==> src/rtl/core/msl_pkg.sv <==
// Shared types, command codes and register indexes for the servo slew limiter.
// No dependencies; used by every module in rtl/core.
package msl_pkg;

  localparam int unsigned FULL_SCALE_DEG = 180;
  localparam int unsigned PULSE_MAX      = 4095;

  // reciprocal of 180 for a 20 bit dividend: q = (x * RECIP_180) >> RECIP_SHIFT
  localparam int unsigned RECIP_SHIFT = 28;
  localparam logic [20:0] RECIP_180   = 21'((64'd1 << RECIP_SHIFT) / 180 + 1);

  typedef enum logic [1:0] {
    CMD_SET     = 2'd0,
    CMD_TICK    = 2'd1,
    CMD_NEUTRAL = 2'd2,
    CMD_NONE    = 2'd3
  } cmd_t;

  localparam logic [2:0] REG_MAX_SAFE  = 3'd0;
  localparam logic [2:0] REG_STEP      = 3'd1;
  localparam logic [2:0] REG_PERIOD    = 3'd2;
  localparam logic [2:0] REG_MIN_PULSE = 3'd3;
  localparam logic [2:0] REG_MAX_PULSE = 3'd4;

  // control shared by every cell of the chain
  typedef struct packed {
    logic       update;
    logic       shift;
    logic [7:0] step;
  } cell_ctrl_t;

  // one channel on its way through the pulse mapping stages
  typedef struct packed {
    logic [2:0] channel;
    logic [7:0] angle;
    logic       last;
  } result_t;

  // clamp a requested angle to the safe maximum and to full scale
  function automatic logic [7:0] clamp_angle(input logic [7:0] a, input logic [7:0] max_safe);
    logic [7:0] r;
    r = a;
    if (r > max_safe) r = max_safe;
    if (r > 8'(FULL_SCALE_DEG)) r = 8'(FULL_SCALE_DEG);
    return r;
  endfunction

endpackage

==> src/rtl/core/msl_cell.sv <==
// One channel cell: goal angle, present angle and a result slot in the drain chain.
// Depends on msl_pkg.
module msl_cell #(
  parameter logic [7:0] RESET_DEG = 8'd0
) (
  input  logic                clk,
  input  logic                rst,
  input  msl_pkg::cell_ctrl_t ctrl,
  input  logic                goal_we,
  input  logic [7:0]          goal_val,
  input  logic [7:0]          slot_in,
  output logic [7:0]          slot_out
);

  logic [7:0] goal;
  logic [7:0] present;
  logic [7:0] slot;
  logic [7:0] slewed;
  logic [7:0] diff;

  // move present toward goal by at most one step
  always_comb begin
    slewed = present;
    diff   = 8'd0;
    if (present < goal) begin
      diff   = goal - present;
      slewed = (diff > ctrl.step) ? present + ctrl.step : goal;
    end else if (present > goal) begin
      diff   = present - goal;
      slewed = (diff > ctrl.step) ? present - ctrl.step : goal;
    end
  end

  // angle state
  always_ff @(posedge clk) begin
    if (rst) begin
      goal    <= RESET_DEG;
      present <= RESET_DEG;
    end else begin
      if (goal_we) goal <= goal_val;
      if (ctrl.update) present <= slewed;
    end
  end

  // result slot: loaded on update, then handed toward cell 0
  always_ff @(posedge clk) begin
    if (ctrl.update) begin
      slot <= slewed;
    end else if (ctrl.shift) begin
      slot <= slot_in;
    end
  end

  assign slot_out = slot;

endmodule

==> src/rtl/core/msl_pulse_map.sv <==
// Pulse width mapping pipeline: multiply by span, divide by 180, add minimum.
// Holds the output register of the result stream. Depends on msl_pkg.
module msl_pulse_map (
  input  logic             clk,
  input  logic             rst,
  input  logic             in_valid,
  input  msl_pkg::result_t in_res,
  input  logic [11:0]      min_pulse,
  input  logic [11:0]      max_pulse,
  output logic             advance,
  output logic             out_valid,
  output msl_pkg::result_t out_res,
  output logic [11:0]      out_pulse,
  input  logic             out_ready
);

  logic               v1;
  msl_pkg::result_t   r1;
  logic signed [21:0] prod;
  logic               v2;
  msl_pkg::result_t   r2;
  logic               neg2;
  logic [11:0]        quot;

  logic signed [12:0] span;
  logic signed [21:0] prod_next;
  logic [19:0]        mag;
  logic [40:0]        recip_prod;
  logic signed [13:0] sum;
  logic [11:0]        pulse_next;

  assign advance = !out_valid || out_ready;

  // stage 1: signed span times angle
  assign span      = $signed({1'b0, max_pulse}) - $signed({1'b0, min_pulse});
  assign prod_next = 22'(span * $signed({1'b0, in_res.angle}));

  // stage 2: magnitude divided by 180 through the reciprocal
  assign mag        = prod[21] ? 20'(-prod) : 20'(prod);
  assign recip_prod = 41'(mag) * 41'(msl_pkg::RECIP_180);

  // stage 3: add minimum with quotient truncated toward zero, keep in range
  always_comb begin
    sum = $signed({2'b00, min_pulse}) + (neg2 ? -$signed({2'b00, quot})
                                               : $signed({2'b00, quot}));
    if (sum < 14'sd0) begin
      pulse_next = 12'd0;
    end else if (sum > 14'(msl_pkg::PULSE_MAX)) begin
      pulse_next = 12'(msl_pkg::PULSE_MAX);
    end else begin
      pulse_next = sum[11:0];
    end
  end

  // valid bits of the stages
  always_ff @(posedge clk) begin
    if (rst) begin
      v1        <= 1'b0;
      v2        <= 1'b0;
      out_valid <= 1'b0;
    end else if (advance) begin
      v1        <= in_valid;
      v2        <= v1;
      out_valid <= v2;
    end
  end

  // stage payload
  always_ff @(posedge clk) begin
    if (advance) begin
      r1        <= in_res;
      prod      <= prod_next;
      r2        <= r1;
      neg2      <= prod[21];
      quot      <= recip_prod[msl_pkg::RECIP_SHIFT +: 12];
      out_res   <= r2;
      out_pulse <= pulse_next;
    end
  end

endmodule

==> src/rtl/core/multi_channel_servo_slew_limiter_core.sv <==
// Multi-channel servo slew limiter: top level with command decode, tick counter,
// cell chain and drain sequencer. Depends on msl_pkg, msl_cell, msl_pulse_map.

// Set-target and all-neutral commands and ticks that do not close an update
// period are accepted without holding off the input. A tick that closes the period
// slews every channel at once in its cell and then drains the cell chain toward
// cell 0, one channel per cycle when the result stream does not stall; the input
// is held off until the drain ends. The first result passes from the cell slots
// through the multiply, divide-by-180 and add stages of the pulse mapping pipeline.
module multi_channel_servo_slew_limiter_core #(
  parameter int CHANNELS    = 6,
  parameter int NEUTRAL_DEG = 0
) (
  input  logic        clk,
  input  logic        rst,
  input  logic        s_axis_tvalid,
  output logic        s_axis_tready,
  // [1:0] cmd, [4:2] channel, [12:5] target_angle
  input  logic [15:0] s_axis_tdata,
  output logic        m_axis_tvalid,
  input  logic        m_axis_tready,
  // [2:0] out_channel, [10:3] current_angle, [22:11] pulse_us
  output logic [23:0] m_axis_tdata,
  output logic        m_axis_tlast,
  input  logic        cfg_we,
  input  logic [2:0]  cfg_index,
  input  logic [11:0] cfg_data
);

  localparam int CNT_W = (CHANNELS > 1) ? $clog2(CHANNELS) : 1;

  logic [7:0]  safe_max_deg;
  logic [7:0]  step_degrees;
  logic [9:0]  update_period_ms;
  logic [11:0] min_pulse_us;
  logic [11:0] max_pulse_us;

  logic [9:0]       elapsed_ms;
  logic [9:0]       elapsed_next;
  logic             busy;
  logic [CNT_W-1:0] cnt;

  logic             accept;
  msl_pkg::cmd_t    cmd;
  logic [2:0]       in_channel;
  logic [7:0]       in_angle;
  logic             update;
  logic             neutral;
  logic             set_goal;
  logic [7:0]       goal_val;

  msl_pkg::cell_ctrl_t ctrl;
  logic [CHANNELS-1:0] goal_we;
  logic [7:0]          slot [CHANNELS+1];

  logic             advance;
  logic             feed;
  msl_pkg::result_t feed_res;
  msl_pkg::result_t out_res;
  logic [11:0]      out_pulse;

  // input decode
  assign accept     = s_axis_tvalid && s_axis_tready;
  assign cmd        = msl_pkg::cmd_t'(s_axis_tdata[1:0]);
  assign in_channel = s_axis_tdata[4:2];
  assign in_angle   = s_axis_tdata[12:5];
  assign s_axis_tready = !busy;

  assign set_goal = accept && (cmd == msl_pkg::CMD_SET);
  assign neutral  = accept && (cmd == msl_pkg::CMD_NEUTRAL);
  assign goal_val = set_goal ? msl_pkg::clamp_angle(in_angle, safe_max_deg)
                             : msl_pkg::clamp_angle(8'(NEUTRAL_DEG), safe_max_deg);

  // tick counter, saturating, update when the period is reached
  always_comb begin
    elapsed_next = (elapsed_ms != 10'h3FF) ? elapsed_ms + 10'd1 : elapsed_ms;
  end
  assign update = accept && (cmd == msl_pkg::CMD_TICK) && (elapsed_next >= update_period_ms);

  // configuration registers
  always_ff @(posedge clk) begin
    if (rst) begin
      safe_max_deg     <= 8'd180;
      step_degrees     <= 8'd1;
      update_period_ms <= 10'd20;
      min_pulse_us     <= 12'd500;
      max_pulse_us     <= 12'd2500;
    end else if (cfg_we) begin
      case (cfg_index)
        msl_pkg::REG_MAX_SAFE:  safe_max_deg     <= cfg_data[7:0];
        msl_pkg::REG_STEP:      step_degrees     <= cfg_data[7:0];
        msl_pkg::REG_PERIOD:    update_period_ms <= cfg_data[9:0];
        msl_pkg::REG_MIN_PULSE: min_pulse_us     <= cfg_data;
        msl_pkg::REG_MAX_PULSE: max_pulse_us     <= cfg_data;
        default: ;
      endcase
    end
  end

  // elapsed time
  always_ff @(posedge clk) begin
    if (rst) begin
      elapsed_ms <= 10'd0;
    end else if (accept && (cmd == msl_pkg::CMD_TICK)) begin
      elapsed_ms <= update ? 10'd0 : elapsed_next;
    end
  end

  // drain sequencer: one channel per cycle from cell 0 into the pulse pipeline while it advances
  assign feed = busy && advance;
  always_ff @(posedge clk) begin
    if (rst) begin
      busy <= 1'b0;
      cnt  <= '0;
    end else if (update) begin
      busy <= 1'b1;
      cnt  <= '0;
    end else if (feed) begin
      if (cnt == CNT_W'(CHANNELS - 1)) begin
        busy <= 1'b0;
      end
      cnt <= cnt + 1'b1;
    end
  end

  assign ctrl.update = update;
  assign ctrl.shift  = feed;
  assign ctrl.step   = step_degrees;

  // cell chain
  assign slot[CHANNELS] = 8'd0;
  for (genvar i = 0; i < CHANNELS; i++) begin : g_cell
    assign goal_we[i] = neutral || (set_goal && (32'(in_channel) == i));
    msl_cell #(
      .RESET_DEG (8'(NEUTRAL_DEG))
    ) u_cell (
      .clk      (clk),
      .rst      (rst),
      .ctrl     (ctrl),
      .goal_we  (goal_we[i]),
      .goal_val (goal_val),
      .slot_in  (slot[i+1]),
      .slot_out (slot[i])
    );
  end

  assign feed_res.channel = 3'(cnt);
  assign feed_res.angle   = slot[0];
  assign feed_res.last    = (cnt == CNT_W'(CHANNELS - 1));

  // pulse mapping and output register
  msl_pulse_map u_pulse (
    .clk       (clk),
    .rst       (rst),
    .in_valid  (busy),
    .in_res    (feed_res),
    .min_pulse (min_pulse_us),
    .max_pulse (max_pulse_us),
    .advance   (advance),
    .out_valid (m_axis_tvalid),
    .out_res   (out_res),
    .out_pulse (out_pulse),
    .out_ready (m_axis_tready)
  );

  assign m_axis_tdata = {1'b0, out_pulse, out_res.angle, out_res.channel};
  assign m_axis_tlast = out_res.last;

  // checks
  a_update_starts_drain: assert property (@(posedge clk) disable iff (rst)
    update |=> busy && (cnt == '0))
    else $error("update did not start the drain");

  a_cnt_in_range: assert property (@(posedge clk) disable iff (rst)
    busy |-> (32'(cnt) < CHANNELS))
    else $error("drain counter out of range");

  a_last_channel: assert property (@(posedge clk) disable iff (rst)
    (m_axis_tvalid && m_axis_tlast) |-> (out_res.channel == 3'(CHANNELS - 1)))
    else $error("last flag on a channel other than the final one");

  a_no_accept_while_draining: assert property (@(posedge clk) disable iff (rst)
    update |=> !s_axis_tready)
    else $error("input accepted during drain");

endmodule
==> config.mk <==
export PLATFORM = sky130hd
export DESIGN_NAME = multi_channel_servo_slew_limiter_core
export DESIGN_NICKNAME = d
export VERILOG_FILES = /design/src/rtl/core/msl_pkg.sv /design/src/rtl/core/msl_cell.sv /design/src/rtl/core/msl_pulse_map.sv /design/src/rtl/core/multi_channel_servo_slew_limiter_core.sv
export SDC_FILE = /design/constraint.sdc
export NUM_CORES = 2
export LEC_CHECK = 0
export ABC_AREA = 1
export ABC_CLOCK_PERIOD_IN_PS = 7300
export BUFFER_PORTS_ARGS = -buffer_cell sky130_fd_sc_hd__buf_2
export CELL_PAD_IN_SITES_DETAIL_PLACEMENT = 1
export CELL_PAD_IN_SITES_GLOBAL_PLACEMENT = 2
export CORE_MARGIN = 2
export CORE_UTILIZATION = 35
export CTS_BUF_LIST = sky130_fd_sc_hd__clkbuf_4 sky130_fd_sc_hd__clkbuf_8
export DETAILED_ROUTE_END_ITERATION = 16
export HOLD_SLACK_MARGIN = 0.05
export PLACE_DENSITY_LB_ADDON = 0.1
export REMOVE_ABC_BUFFERS = 1
export SLEW_MARGIN = 5
export SYNTH_ARGS = -nofsm -noshare
export SYNTH_HDL_FRONTEND = slang
export SYNTH_SLANG_ARGS = --single-unit
==> constraint.sdc <==
create_clock -name clk -period 7.3 [get_ports clk]
set_clock_uncertainty 0.2 [all_clocks]
set_input_delay 0.365 -clock clk [delete_from_list [all_inputs] [get_ports clk]]
set_output_delay 0.365 -clock clk [all_outputs]
set_load 0.005 [all_outputs]
==> run metrics <==
CTS clk-pin slew, worst paths 0.06 ns; cell mode on critical path fa_1; post-synthesis sequential area ratio 21.2%; ys flop type dfxtp_1; Slew @ Worst Pin 1.11 ns; adder-cell share of the synthesized area 33.3%; compound-gate portion of the synthesized area 14.1%; cell area after layout 37,900 µm²; Total GRT Usage 23.0%; largest family of logic cells by synthesized area adder cells; worst setup margin 0.257 ns; crit-path max FO 3; Cells after DPL 5,555; initial antenna violation count 6; Die Ht 315 µm; port bufs 58; Setup CP Type flop to flop; CP max stage cell fa_1; worst endpoint required time 7.55 ns; Final Max Slew Viols 0; # clock sinks 293; fin crit share 96.5%; dpl ws -0.201 ns; htree depth 2; Post-Syn Area 33,800 µm²; number of global-route vias before repair 30,100; Syn Inst Count 4,280; Clk Latency, worst-skew pair 0.70 ns; final setup vio count 0; crit end category flop; Reg-to-Reg Start u_pulse.prod[2]; Final GP Congestion 0.877; Iter 0 DRT Violations 1,070; mux share of post-synthesis cell area 0%; Synth-to-Final Area Change 12.1%; async set-reset flop share out of synthesis 0%; max_slew headroom 26.3%; die width 315 µm; Core ar. 95,300 µm²; r2r setup slk 0.26 ns; drt pass-1 iters 5; first-pass GRT wire length 175,000 µm; Max Clk Rate 142 MHz; Detail Route Antenna Nets 0; Std-Cell Rows 113; clk buf depth 3; Die Footprint 99,000 µm²; Post-DP HPWL 90,900 µm; EDFF count, synth 130; RSZ-0062 raised after global routing yes; count of unique library cells instantiated by Yosys 58; Reg-to-Reg End u_pulse.quot[11]; R2R depth 30; endpoints failing hold 0; wire length per cell 20.0 µm; share of cells above drive strength 1 9.17%; syn avg cell area 7.89 µm²; min-delay worst type input pin to flop; Worst Setup EP u_pulse.quot[11]; Final Critical Period 7.04 ns; Critical Path AT 7.30 ns; largest net degree at the start of global routing 76; # nets final 5,188; total number of vias 28,400; CTS tree yes; fillers 11,600; Slowest Stage Delay on Critical Path 0.55 ns; #FFs+latches synth 293; GRT overflow 0; Critical Path Start u_pulse.prod[2]; vias per inst 4.97; Synth Area in XOR/XNOR 5.99%; starting density of the core 35.4%; Ports 63; CP startpoint kind flop; # DRC 0; CTS root buf clkbuf_8; placed cell area 35,700 µm²; Total Wirelength 114,000 µm; status finished clean; Synth Area in Simple Gates 15.4%; Final Non-Filler Cells 5,708; MaxCap Viol Count 0; Syn. warnings 0; Num CTS Buffers 58
state kept, by name (all words and copies together), names as in the netlist, 21 cells and up:
name and count:
g_cell.u_cell.present 48, u_pulse.prod 21, g_cell.u_cell.slot_out 48, g_cell.u_cell.goal 48
through the flow:
step	utilization [%]	hold slack [ns]	setup TNS [ns]
after floorplan	-	0.200	0
after global placement	37.4	0.202	-0.126
after detailed placement	37.4	0.206	-0.670
after CTS	39.1	0.0627	0
after global routing	39.7	0.102	-0.269
final	39.7	0.102	0
cells in the mapped netlist (all sizes together), types with 19 or more instances:
library cell	n	area (µm²)
buf	41	215
edfxtp	130	3900
clkbuf	75	284
or2	19	119
nor3	40	210
nand2	740	2830
nor2	276	1060
a21oi	429	2170
xor2	189	1660
inv	760	2850
ha	535	6690
nand3	108	546
o211ai	50	375
dfxtp	163	3260
o21ai	314	1580
fa	228	4560
xnor2	41	359
nand4	37	262
logic make-up after synthesis:
group           Yosys count
compound gates          879
xor+xnor                230
fa+ha+maj               763
buf+inv                 878
flops                   293
other cells               1
simple gates           1236
what timing repair did:
item,4_1_cts,5_1_grt
setup buffers,1,11
endpoints found under the hold margin,69,0
hold buffers,27,0
pin swaps,1,52
setup endpoints to repair,9,12
gates resized for setup,5,102
critical path, delay by kind of cell (launching register included):
| kind | cells | cell delay [ns] |
|---|---|---|
| buffers and inverters | 6 | 0.52 |
| XOR/XNOR | 1 | 0.19 |
| AND/OR/NAND/NOR | 8 | 0.71 |
| AO/OA/AOI/OAI | 7 | 1.27 |
| flip-flops | 1 | 0.44 |
| adder cells (fa/ha/maj) | 8 | 3.45 |
cell type report:
type                            instances  area (µm²)  area share (%)
Antenna cell                            4        10.0          0.0264
Clock buffer                           88        1100            2.92
Clock inverter                         22         226           0.598
Inverter                              762        2860            7.56
Multi-Input combinational cell       3109       23700            62.7
Sequential cell                       293        7170            18.9
Tap cell                             1265        1580            4.18
Timing Repair Buffer                  165        1160            3.08
per-layer routing:
layer  part of all wire [%]  GRT usage (%)
met1                     44           28.7
met2                     50           41.6
met3                    2.6           2.20
met4                    3.1           7.15
met5                  0.011              0
cell usage in the layout (no fill, tap or decap), types with 79 or more instances in the layout:
master,netlist,final
inv_1,750,734
nand2_1,728,715
ha_1,535,518
a21oi_1,423,412
o21ai_0,293,288
nor2_1,272,263
fa_1,228,220
xor2_1,188,184
dfxtp_1,163,163
edfxtp_1,130,130
nand3_1,107,106
buf_4,4,79
how the worst min path moves through the flow:
| stage | from | endpoint | depth (start not counted) |
|---|---|---|---|
| global placement | u_pulse.r2[0] | u_pulse.out_res[0] | 0 |
| floorplan | u_pulse.r2[0] | u_pulse.out_res[0] | 0 |
| global route | s_axis_tdata[8] | g_cell[2].u_cell.goal[3] | 5 |
| detailed placement | u_pulse.r1[9] | u_pulse.r2[9] | 0 |
| finish | s_axis_tdata[8] | g_cell[5].u_cell.goal[3] | 5 |
| CTS | s_axis_tdata[8] | g_cell[5].u_cell.goal[3] | 5 |
Power is left out: the tool's default activity adds up to more than one toggle a clock period on the data nets, which glitch-free logic cannot reach.
